### config.mk
export PLATFORM = sky130hd
export DESIGN_NAME = eased_glide_position
export DESIGN_NICKNAME = d
export VERILOG_FILES = /design/src/rtl/egp_pkg.sv /design/src/rtl/egp_front.sv /design/src/rtl/egp_div.sv /design/src/rtl/egp_ease.sv /design/src/rtl/egp_mix.sv /design/src/rtl/eased_glide_position.sv
export VERILOG_INCLUDE_DIRS = /design/src /design/src/rtl
export SDC_FILE = /design/constraint.sdc
export NUM_CORES = 2
export LEC_CHECK = 0
export BUFFER_PORTS_ARGS = -buffer_cell sky130_fd_sc_hd__buf_2
export CAP_MARGIN = 5
export CORE_ASPECT_RATIO = 1.4
export CORE_MARGIN = 3
export CORE_UTILIZATION = 56
export DETAILED_ROUTE_END_ITERATION = 12
export HOLD_SLACK_MARGIN = 0.12
export PLACE_DENSITY = 0.76
export SYNTH_ARGS = -nofsm -noshare
export SYNTH_HDL_FRONTEND = slang
export SYNTH_SLANG_ARGS = --single-unit
### constraint.sdc
create_clock -name clk -period 7.2 [get_ports clk]
set_clock_uncertainty 0.05 [all_clocks]
set_input_delay 1.08 -clock clk [delete_from_list [all_inputs] [get_ports clk]]
set_output_delay 1.08 -clock clk [all_outputs]
set_load 0.03 [all_outputs]
### src/rtl/eased_glide_position_assert.svh
// Assertion macros shared by the eased glide position RTL.
// Each macro is live in simulation and empty for synthesis.
`ifndef EASED_GLIDE_POSITION_ASSERT_SVH
`define EASED_GLIDE_POSITION_ASSERT_SVH

`ifndef SYNTHESIS

// Same-cycle implication, checked out of reset.
`define EGP_ASSERT_IMP(lbl, ante, cons) \
  lbl: assert property (@(posedge clk) disable iff (!rst_n) (ante) |-> (cons)) \
    else $error("eased_glide_position: same-cycle check failed");

// Next-cycle implication, checked out of reset.
`define EGP_ASSERT_NXT(lbl, ante, cons) \
  lbl: assert property (@(posedge clk) disable iff (!rst_n) (ante) |=> (cons)) \
    else $error("eased_glide_position: next-cycle check failed");

`else

`define EGP_ASSERT_IMP(lbl, ante, cons)
`define EGP_ASSERT_NXT(lbl, ante, cons)

`endif

`endif

### src/rtl/egp_pkg.sv
package egp_pkg;

  // Field widths fixed by the item format
  localparam int TimeW  = 32;
  localparam int LenW   = 16;
  localparam int PixW   = 7;
  localparam int PhaseW = 8;

  // Quotient bits of elapsed*256/length
  localparam int DivSteps = 8;

  // Phase codes at the ends of the glide
  localparam logic [PhaseW-1:0] PHASE_START = 8'd0;
  localparam logic [PhaseW-1:0] PHASE_DONE  = 8'd255;

  // Smoothstep weight base: 765 - 2t
  localparam logic [9:0] EASE_BASE = 10'd765;

  // Per-item side information that rides along the pipeline
  typedef struct packed {
    logic            pending;  // glide not yet started
    logic            done;     // glide finished
    logic [PixW-1:0] from_x;
    logic [PixW-1:0] from_y;
    logic [PixW-1:0] to_x;
    logic [PixW-1:0] to_y;
  } egp_pass_t;

  // floor(m/255) for m up to 32639 (quotient fits in 7 bits), by reciprocal with rounding correction
  function automatic logic [PixW-1:0] egp_div255(input logic [14:0] m);
    logic [15:0] s;
    s = {1'b0, m} + {9'd0, m[14:8]} + 16'd1;
    return s[14:8];
  endfunction

endpackage

### src/rtl/egp_front.sv
module egp_front (
  input  logic                     clk,
  input  logic                     rst_n,
  input  logic                     in_valid,
  output logic                     in_ready,
  input  logic [31:0]              now_time,
  input  logic [31:0]              glide_start,
  input  logic [15:0]              glide_length,
  input  logic [6:0]               from_x,
  input  logic [6:0]               from_y,
  input  logic [6:0]               to_x,
  input  logic [6:0]               to_y,
  output logic                     out_valid,
  input  logic                     out_ready,
  output logic [15:0]              out_rem,
  output logic [15:0]              out_len,
  output egp_pkg::egp_pass_t       out_pass
);
  import egp_pkg::*;

  logic [TimeW-1:0] diff_nxt;
  logic             pending_nxt;
  logic             done_nxt;
  logic             valid_r;
  logic [LenW-1:0]  rem_r;
  logic [LenW-1:0]  len_r;
  egp_pass_t        pass_r;

  // Wrap-safe elapsed time and the two end cases
  always_comb begin
    diff_nxt    = now_time - glide_start;
    pending_nxt = (diff_nxt == '0) || diff_nxt[TimeW-1];
    done_nxt    = !pending_nxt &&
                  ((diff_nxt[TimeW-2:LenW] != '0) || (diff_nxt[LenW-1:0] >= glide_length));
  end

  assign in_ready = !valid_r || out_ready;

  always_ff @(posedge clk) begin
    if (!rst_n) begin
      valid_r <= 1'b0;
    end else if (in_ready) begin
      valid_r <= in_valid;
    end
  end

  // Load the stage payload on every advance
  always_ff @(posedge clk) begin
    if (in_ready) begin
      rem_r          <= diff_nxt[LenW-1:0];
      len_r          <= glide_length;
      pass_r.pending <= pending_nxt;
      pass_r.done    <= done_nxt;
      pass_r.from_x  <= from_x;
      pass_r.from_y  <= from_y;
      pass_r.to_x    <= to_x;
      pass_r.to_y    <= to_y;
    end
  end

  assign out_valid = valid_r;
  assign out_rem   = rem_r;
  assign out_len   = len_r;
  assign out_pass  = pass_r;

endmodule

### src/rtl/egp_div.sv
module egp_div (
  input  logic                     clk,
  input  logic                     rst_n,
  input  logic                     in_valid,
  output logic                     in_ready,
  input  logic [15:0]              in_rem,
  input  logic [15:0]              in_len,
  input  egp_pkg::egp_pass_t       in_pass,
  output logic                     out_valid,
  input  logic                     out_ready,
  output logic [7:0]               out_t,
  output egp_pkg::egp_pass_t       out_pass
);
  import egp_pkg::*;

  `include "eased_glide_position_assert.svh"

  logic                  v_r    [DivSteps];
  logic [LenW-1:0]       rem_r  [DivSteps];
  logic [LenW-1:0]       len_r  [DivSteps];
  logic [PhaseW-1:0]     q_r    [DivSteps];
  egp_pass_t             pass_r [DivSteps];
  logic                  en     [DivSteps+1];

  assign en[DivSteps] = out_ready;

  // One restoring-division step per stage, one quotient bit each
  for (genvar k = 0; k < DivSteps; k++) begin : g_step
    logic              v_prev;
    logic [LenW-1:0]   rem_prev;
    logic [LenW-1:0]   len_prev;
    logic [PhaseW-1:0] q_prev;
    egp_pass_t         pass_prev;
    logic [LenW:0]     rem2_nxt;
    logic              ge_nxt;
    logic [LenW-1:0]   rem_nxt;

    if (k == 0) begin : g_head
      assign v_prev    = in_valid;
      assign rem_prev  = in_rem;
      assign len_prev  = in_len;
      assign q_prev    = '0;
      assign pass_prev = in_pass;
    end else begin : g_body
      assign v_prev    = v_r[k-1];
      assign rem_prev  = rem_r[k-1];
      assign len_prev  = len_r[k-1];
      assign q_prev    = q_r[k-1];
      assign pass_prev = pass_r[k-1];
    end

    // Shift in a zero numerator bit, subtract the divisor where it fits
    always_comb begin
      rem2_nxt = {rem_prev, 1'b0};
      ge_nxt   = rem2_nxt >= {1'b0, len_prev};
      rem_nxt  = ge_nxt ? (rem2_nxt[LenW-1:0] - len_prev) : rem2_nxt[LenW-1:0];
    end

    assign en[k] = !v_r[k] || en[k+1];

    always_ff @(posedge clk) begin
      if (!rst_n) begin
        v_r[k] <= 1'b0;
      end else if (en[k]) begin
        v_r[k] <= v_prev;
      end
    end

    always_ff @(posedge clk) begin
      if (en[k]) begin
        rem_r[k]  <= rem_nxt;
        len_r[k]  <= len_prev;
        q_r[k]    <= {q_prev[PhaseW-2:0], ge_nxt};
        pass_r[k] <= pass_prev;
      end
    end
  end

  assign in_ready  = en[0];
  assign out_valid = v_r[DivSteps-1];
  assign out_t     = q_r[DivSteps-1];
  assign out_pass  = pass_r[DivSteps-1];

  // Inside the glide the remainder stays below the divisor
  `EGP_ASSERT_IMP(a_div_rem_below_len, v_r[DivSteps-1] && !pass_r[DivSteps-1].pending && !pass_r[DivSteps-1].done, rem_r[DivSteps-1] < len_r[DivSteps-1])
  // A stalled last stage keeps its beat
  `EGP_ASSERT_NXT(a_div_hold_on_stall, v_r[DivSteps-1] && !out_ready, v_r[DivSteps-1])

endmodule

### src/rtl/egp_ease.sv
module egp_ease (
  input  logic                     clk,
  input  logic                     rst_n,
  input  logic                     in_valid,
  output logic                     in_ready,
  input  logic [7:0]               in_t,
  input  egp_pkg::egp_pass_t       in_pass,
  output logic                     out_valid,
  input  logic                     out_ready,
  output logic [7:0]               out_phase,
  output egp_pkg::egp_pass_t       out_pass
);
  import egp_pkg::*;

  `include "eased_glide_position_assert.svh"

  logic              v1_r;
  logic [15:0]       tt_r;
  logic [9:0]        w_r;
  egp_pass_t         pass1_r;
  logic              v2_r;
  logic [PhaseW-1:0] phase_r;
  egp_pass_t         pass2_r;
  logic              en1;
  logic              en2;
  logic [25:0]       prod_nxt;
  logic [PhaseW-1:0] phase_nxt;

  assign en2      = !v2_r || out_ready;
  assign en1      = !v1_r || en2;
  assign in_ready = en1;

  // Square t and form the weight 765 - 2t
  always_ff @(posedge clk) begin
    if (!rst_n) begin
      v1_r <= 1'b0;
    end else if (en1) begin
      v1_r <= in_valid;
    end
  end

  always_ff @(posedge clk) begin
    if (en1) begin
      tt_r    <= {8'd0, in_t} * {8'd0, in_t};
      w_r     <= EASE_BASE - {1'b0, in_t, 1'b0};
      pass1_r <= in_pass;
    end
  end

  // Apply the weight and pick the end cases
  always_comb begin
    prod_nxt = {10'd0, tt_r} * {16'd0, w_r};
    if (pass1_r.pending) begin
      phase_nxt = PHASE_START;
    end else if (pass1_r.done) begin
      phase_nxt = PHASE_DONE;
    end else begin
      phase_nxt = prod_nxt[23:16];
    end
  end

  always_ff @(posedge clk) begin
    if (!rst_n) begin
      v2_r <= 1'b0;
    end else if (en2) begin
      v2_r <= v1_r;
    end
  end

  always_ff @(posedge clk) begin
    if (en2) begin
      phase_r <= phase_nxt;
      pass2_r <= pass1_r;
    end
  end

  assign out_valid = v2_r;
  assign out_phase = phase_r;
  assign out_pass  = pass2_r;

  // A finished glide always reads full phase
  `EGP_ASSERT_IMP(a_ease_done_full, v2_r && pass2_r.done, phase_r == PHASE_DONE)
  // The curve itself never reaches full phase
  `EGP_ASSERT_IMP(a_ease_curve_peak, v2_r && !pass2_r.pending && !pass2_r.done, phase_r <= 8'd253)

endmodule

### src/rtl/egp_mix.sv
module egp_mix (
  input  logic                     clk,
  input  logic                     rst_n,
  input  logic                     in_valid,
  output logic                     in_ready,
  input  logic [7:0]               in_phase,
  input  egp_pkg::egp_pass_t       in_pass,
  output logic                     out_valid,
  input  logic                     out_ready,
  output logic [6:0]               pos_x,
  output logic [6:0]               pos_y,
  output logic [7:0]               phase
);
  import egp_pkg::*;

  logic              v1_r;
  logic [14:0]       mag_x_r;
  logic [14:0]       mag_y_r;
  logic              neg_x_r;
  logic              neg_y_r;
  logic [PixW-1:0]   from_x_r;
  logic [PixW-1:0]   from_y_r;
  logic [PhaseW-1:0] phase1_r;
  logic              v2_r;
  logic [PixW-1:0]   pos_x_r;
  logic [PixW-1:0]   pos_y_r;
  logic [PhaseW-1:0] phase2_r;
  logic              en1;
  logic              en2;
  logic [PixW:0]     span_x_nxt;
  logic [PixW:0]     span_y_nxt;
  logic [PixW-1:0]   abs_x_nxt;
  logic [PixW-1:0]   abs_y_nxt;
  logic [PixW-1:0]   q_x_nxt;
  logic [PixW-1:0]   q_y_nxt;

  assign en2      = !v2_r || out_ready;
  assign en1      = !v1_r || en2;
  assign in_ready = en1;

  // Split each span into sign and magnitude
  always_comb begin
    span_x_nxt = {1'b0, in_pass.to_x} - {1'b0, in_pass.from_x};
    span_y_nxt = {1'b0, in_pass.to_y} - {1'b0, in_pass.from_y};
    abs_x_nxt  = span_x_nxt[PixW] ? (in_pass.from_x - in_pass.to_x) : span_x_nxt[PixW-1:0];
    abs_y_nxt  = span_y_nxt[PixW] ? (in_pass.from_y - in_pass.to_y) : span_y_nxt[PixW-1:0];
  end

  // Scale the span magnitudes by the phase
  always_ff @(posedge clk) begin
    if (!rst_n) begin
      v1_r <= 1'b0;
    end else if (en1) begin
      v1_r <= in_valid;
    end
  end

  always_ff @(posedge clk) begin
    if (en1) begin
      mag_x_r  <= {8'd0, abs_x_nxt} * {7'd0, in_phase};
      mag_y_r  <= {8'd0, abs_y_nxt} * {7'd0, in_phase};
      neg_x_r  <= span_x_nxt[PixW];
      neg_y_r  <= span_y_nxt[PixW];
      from_x_r <= in_pass.from_x;
      from_y_r <= in_pass.from_y;
      phase1_r <= in_phase;
    end
  end

  // Divide by 255 toward zero and step from the start pixel
  always_comb begin
    q_x_nxt = egp_div255(mag_x_r);
    q_y_nxt = egp_div255(mag_y_r);
  end

  always_ff @(posedge clk) begin
    if (!rst_n) begin
      v2_r <= 1'b0;
    end else if (en2) begin
      v2_r <= v1_r;
    end
  end

  always_ff @(posedge clk) begin
    if (en2) begin
      pos_x_r  <= neg_x_r ? (from_x_r - q_x_nxt) : (from_x_r + q_x_nxt);
      pos_y_r  <= neg_y_r ? (from_y_r - q_y_nxt) : (from_y_r + q_y_nxt);
      phase2_r <= phase1_r;
    end
  end

  assign out_valid = v2_r;
  assign pos_x     = pos_x_r;
  assign pos_y     = pos_y_r;
  assign phase     = phase2_r;

endmodule

### src/rtl/eased_glide_position.sv
// Eased glide position: smoothstep-eased pixel position of one dot per beat.
//
// Input stream (in_*): one beat per dot with the current time, the glide start
// time, the glide length and the start and target pixels. Output stream
// (out_*): one beat per input beat, in order, with the eased pixel column, row
// and the eased phase (0 before the glide, 255 once it has finished).
//
// Pipeline: an accepted input beat passes through the elapsed-time subtract and
// end-case compares, the divider (one quotient bit per stage), the smoothstep
// multiplies and the coordinate scale and divide by 255, in that order.
// Throughput: one beat per cycle while the receiver does not stall; every
// stage is a registered step.
//
// Reset clears every stage's valid bit; the pipeline holds no other state.
// When the receiver stalls, the last stage holds its beat and earlier stages
// keep advancing into empty stages, so in_tready stays high until the whole
// pipeline is full.
module eased_glide_position (
  input  logic          clk,
  input  logic          rst_n,
  input  logic          in_tvalid,
  output logic          in_tready,
  // now_time[31:0], glide_start[63:32], glide_length[79:64], from_x[86:80],
  // from_y[93:87], to_x[100:94], to_y[107:101], zero fill [111:108]
  input  logic [111:0]  in_tdata,
  output logic          out_tvalid,
  input  logic          out_tready,
  // pos_x[6:0], pos_y[13:7], phase[21:14], zero fill [23:22]
  output logic [23:0]   out_tdata
);
  import egp_pkg::*;

  logic              fr_valid;
  logic              fr_ready;
  logic [LenW-1:0]   fr_rem;
  logic [LenW-1:0]   fr_len;
  egp_pass_t         fr_pass;
  logic              dv_valid;
  logic              dv_ready;
  logic [PhaseW-1:0] dv_t;
  egp_pass_t         dv_pass;
  logic              es_valid;
  logic              es_ready;
  logic [PhaseW-1:0] es_phase;
  egp_pass_t         es_pass;
  logic [PixW-1:0]   pos_x;
  logic [PixW-1:0]   pos_y;
  logic [PhaseW-1:0] phase;

  // Elapsed time and end cases
  egp_front u_front (
    .clk          (clk),
    .rst_n        (rst_n),
    .in_valid     (in_tvalid),
    .in_ready     (in_tready),
    .now_time     (in_tdata[31:0]),
    .glide_start  (in_tdata[63:32]),
    .glide_length (in_tdata[79:64]),
    .from_x       (in_tdata[86:80]),
    .from_y       (in_tdata[93:87]),
    .to_x         (in_tdata[100:94]),
    .to_y         (in_tdata[107:101]),
    .out_valid    (fr_valid),
    .out_ready    (fr_ready),
    .out_rem      (fr_rem),
    .out_len      (fr_len),
    .out_pass     (fr_pass)
  );

  // Linear fraction elapsed*256/length
  egp_div u_div (
    .clk       (clk),
    .rst_n     (rst_n),
    .in_valid  (fr_valid),
    .in_ready  (fr_ready),
    .in_rem    (fr_rem),
    .in_len    (fr_len),
    .in_pass   (fr_pass),
    .out_valid (dv_valid),
    .out_ready (dv_ready),
    .out_t     (dv_t),
    .out_pass  (dv_pass)
  );

  // Smoothstep phase
  egp_ease u_ease (
    .clk       (clk),
    .rst_n     (rst_n),
    .in_valid  (dv_valid),
    .in_ready  (dv_ready),
    .in_t      (dv_t),
    .in_pass   (dv_pass),
    .out_valid (es_valid),
    .out_ready (es_ready),
    .out_phase (es_phase),
    .out_pass  (es_pass)
  );

  // Coordinate interpolation and output register
  egp_mix u_mix (
    .clk       (clk),
    .rst_n     (rst_n),
    .in_valid  (es_valid),
    .in_ready  (es_ready),
    .in_phase  (es_phase),
    .in_pass   (es_pass),
    .out_valid (out_tvalid),
    .out_ready (out_tready),
    .pos_x     (pos_x),
    .pos_y     (pos_y),
    .phase     (phase)
  );

  assign out_tdata = {2'b00, phase, pos_y, pos_x};

endmodule

==> results_dict.tcl <==
set metrics [dict create \
    status "finished clean" \
    startpoint_type "flip-flop" \
    timing.max_cap.violations 0 \
    cts_setup_buffers 0 \
    crit_type "flip-flop to flip-flop" \
    critPathCaptureType "flip-flop" \
    clock_path_buffers 3 \
    hp-class "flip-flop to flip-flop" \
    pre_cts_slack_ns 0.00605 \
    worstRegToRegCells 28 \
    tns_ns 0 \
    io-pin-count 142 \
    yosysMostFrequentCell "edfxtp_1" \
    ys_types 81 \
    rows 120 \
    hpwl_mm 59.3 \
    die_y_um 336 \
    clock.fmax_ghz 0.145 \
    cts_buffers 70 \
    htreeDepth 3 \
    timing.final.crit_share_pct 96.0 \
    critPathSlowestCell "fa_1" \
    root_buffer "clkbuf_16" \
    cts_tree "built" \
    nets 4384 \
    grt_pass1_vias 27300 \
    syn_inst 3516 \
    synth_top_area_cell "edfxtp_1" \
    fillers 5746 \
    final_antenna_net_count 0 \
    clock_latency_ns 0.62 \
    seq_area_sq_um 22200 \
    ys.flop_type "edfxtp_1" \
    track_usage_pct 19.8 \
    worstPathMaxFanout 8 \
    synth_top_area_share_pct 50.6 \
    drive_above_1_share_pct 10.0 \
    min_from "u_div.pass_r[4][21]" \
    drc 0 \
    avgSynthCellArea_sq_um 12.4 \
    io_buffers 135 \
    first_pass_iters 5 \
    hold_violations 0 \
    viasPerCell 5.46 \
    synthesis.area_sq_um 43600 \
    grt_max_degree 70 \
    min_to "u_div.pass_r[5][21]" \
    critPathArrivalTime_ns 7.22 \
    grt_pass1_wl_mm 130 \
    setup_viol 0 \
    cpMostUsedCell "inv_1" \
    reg2reg_from "u_ease.out_pass[8]" \
    synth_edf_count 734 \
    ys_async_sr_fraction_pct 0 \
    antenna_found_initial 0 \
    ys_ff_latch 740 \
    gp_congestion 0.920 \
    synth.top_cells.by_area "edfxtp_1 51%, ha_1 11%, fa_1 9.2%" \
    die_area_sq_um 81200 \
    drt-initial-drc-count 1021 \
    coreArea_sq_um 76700 \
    tightest_slew_ns 1.16 \
    die_width_um 242 \
    rr_endpoint "u_mix.mag_x_r[14]" \
    syn_to_final_growth_pct 9.96 \
    clock_sinks 740 \
    slew_headroom_pct 22.7 \
    hold_depth 0 \
    ys_warn_count 0 \
    rsz0062_at_grt "yes" \
    antenna_cells 0 \
    cp.required_ns 7.50 \
    ff2ff_setup_slack_ns 0.29 \
    start_util_pct 56.8 \
    synth-seq-area-share_pct 50.9 \
    vias 26100 \
    fin_ws_ns 0.289 \
    multi_input_area_sq_um 19400 \
    critPathMaxStageDelay_ns 0.54 \
    grt_remaining_overflow 0 \
    wl_mm 78.9 \
    wl_per_cell_um 16.5 \
    synth_common_cells "734 x edfxtp_1, 508 x inv_1, 375 x ha_1" \
    slew_viol_final 0 \
    path_clk_slew_ns 0.06 \
    worstSetupStartpoint "u_ease.out_pass[8]" \
    period_needed_ns 6.91 \
]
==> final cells by class <==
type | count | area share, %
clock inverters | 45 | 1.01
well taps | 1037 | 2.71
repair buffers | 160 | 1.82
flip-flops and latches | 740 | 46.3
inverters | 510 | 4.00
multi-input cells | 2210 | 40.4
clock buffers | 77 | 3.80
==> state kept, by name, summed over array words and instances, names as in the netlist, 8 cells and up <==
register	cells
u_ease.tt_r	15
u_ease.pass1_r	30
u_front.out_len	16
u_front.out_pass	30
u_ease.out_pass	28
u_div.rem_r	112
u_mix.mag_y_r	15
u_ease.out_phase	8
u_mix.mag_x_r	15
u_ease.w_r	8
u_front.out_rem	16
u_div.q_r	36
u_mix.phase1_r	8
u_div.len_r	112
u_div.pass_r	240
u_div.v_r	8
u_mix.phase	8
==> worst max-delay path by stage <==
stage / end / slack (ns) / cells past startpoint
floorplan: u_mix.mag_x_r[14] / 0.25 / 28
global placement: u_mix.mag_x_r[14] / 0.18 / 28
detailed placement: u_mix.mag_x_r[14] / 0.006 / 28
CTS: u_mix.mag_x_r[14] / 0.03 / 28
global route: u_mix.mag_x_r[14] / -0.05 / 27
finish: u_mix.mag_x_r[14] / 0.29 / 28
==> placed cells by master, fill, tap and decap left out, types with 82 or more instances in the layout <==
cell and count:
nor2_1 185, a21oi_1 133, xnor2_1 147, nor3_1 82, inv_1 503, buf_2 135
ha_1 375, and2_1 117, edfxtp_1 734, fa_1 201, nand2_1 165
==> what timing repair did <==
| action | in CTS | in global routing |
|---|---|---|
| pin swaps | 0 | 2 |
| hold buffers | 0 | 0 |
| gates resized for setup | 1 | 17 |
| cloned | 0 | 0 |
| setup endpoints to repair | 1 | 5 |
==> through the flow <==
| stage | utilization (%) | std cells | hold WS (ns) | cell area [sq um] |
|---|---|---|---|---|
| after detailed placement | 59.3 | 4657 | 0.355 | 45500 |
| final | 62.4 | 4779 | 0.356 | 47900 |
| after CTS | 62.3 | 4779 | 0.351 | 47800 |
| after floorplan | - | 3521 | 0.350 | 43600 |
| after global placement | 59.3 | 4657 | 0.350 | 45500 |
| after global routing | 62.4 | 4779 | 0.364 | 47900 |
==> worst max-delay path: cells and delay by family (launching register included) <==
kind | cells | cell delay [ns]
simple gates | 3 | 0.57
flops | 1 | 0.41
fa+ha+maj | 6 | 2.68
xor+xnor | 1 | 0.12
mux | 1 | 0.26
compound gates | 11 | 2.02
buf+inv | 6 | 0.50
==> cells by family after synthesis <==
group / share of synthesized area (%)
simple gates: 9.41
flops: 50.9
fa+ha+maj: 20.0
buf+inv: 4.97
compound gates: 7.75
xor+xnor: 3.60
mux: 3.37
other cells: 0.0172
==> layer usage <==
metal / GRT usage (%) / vias up / routed length (um)
met2: 39.9 / 557 / 44100
met5: 0 / - / 0
met4: 9.43 / 0 / 3680
met1: 19.4 / 12600 / 28200
li1: - / 12700 / -
met3: 3.02 / 221 / 3050
Power is left out: the tool's default activity adds up to more than one toggle a clock period on the data nets, which glitch-free logic cannot reach.
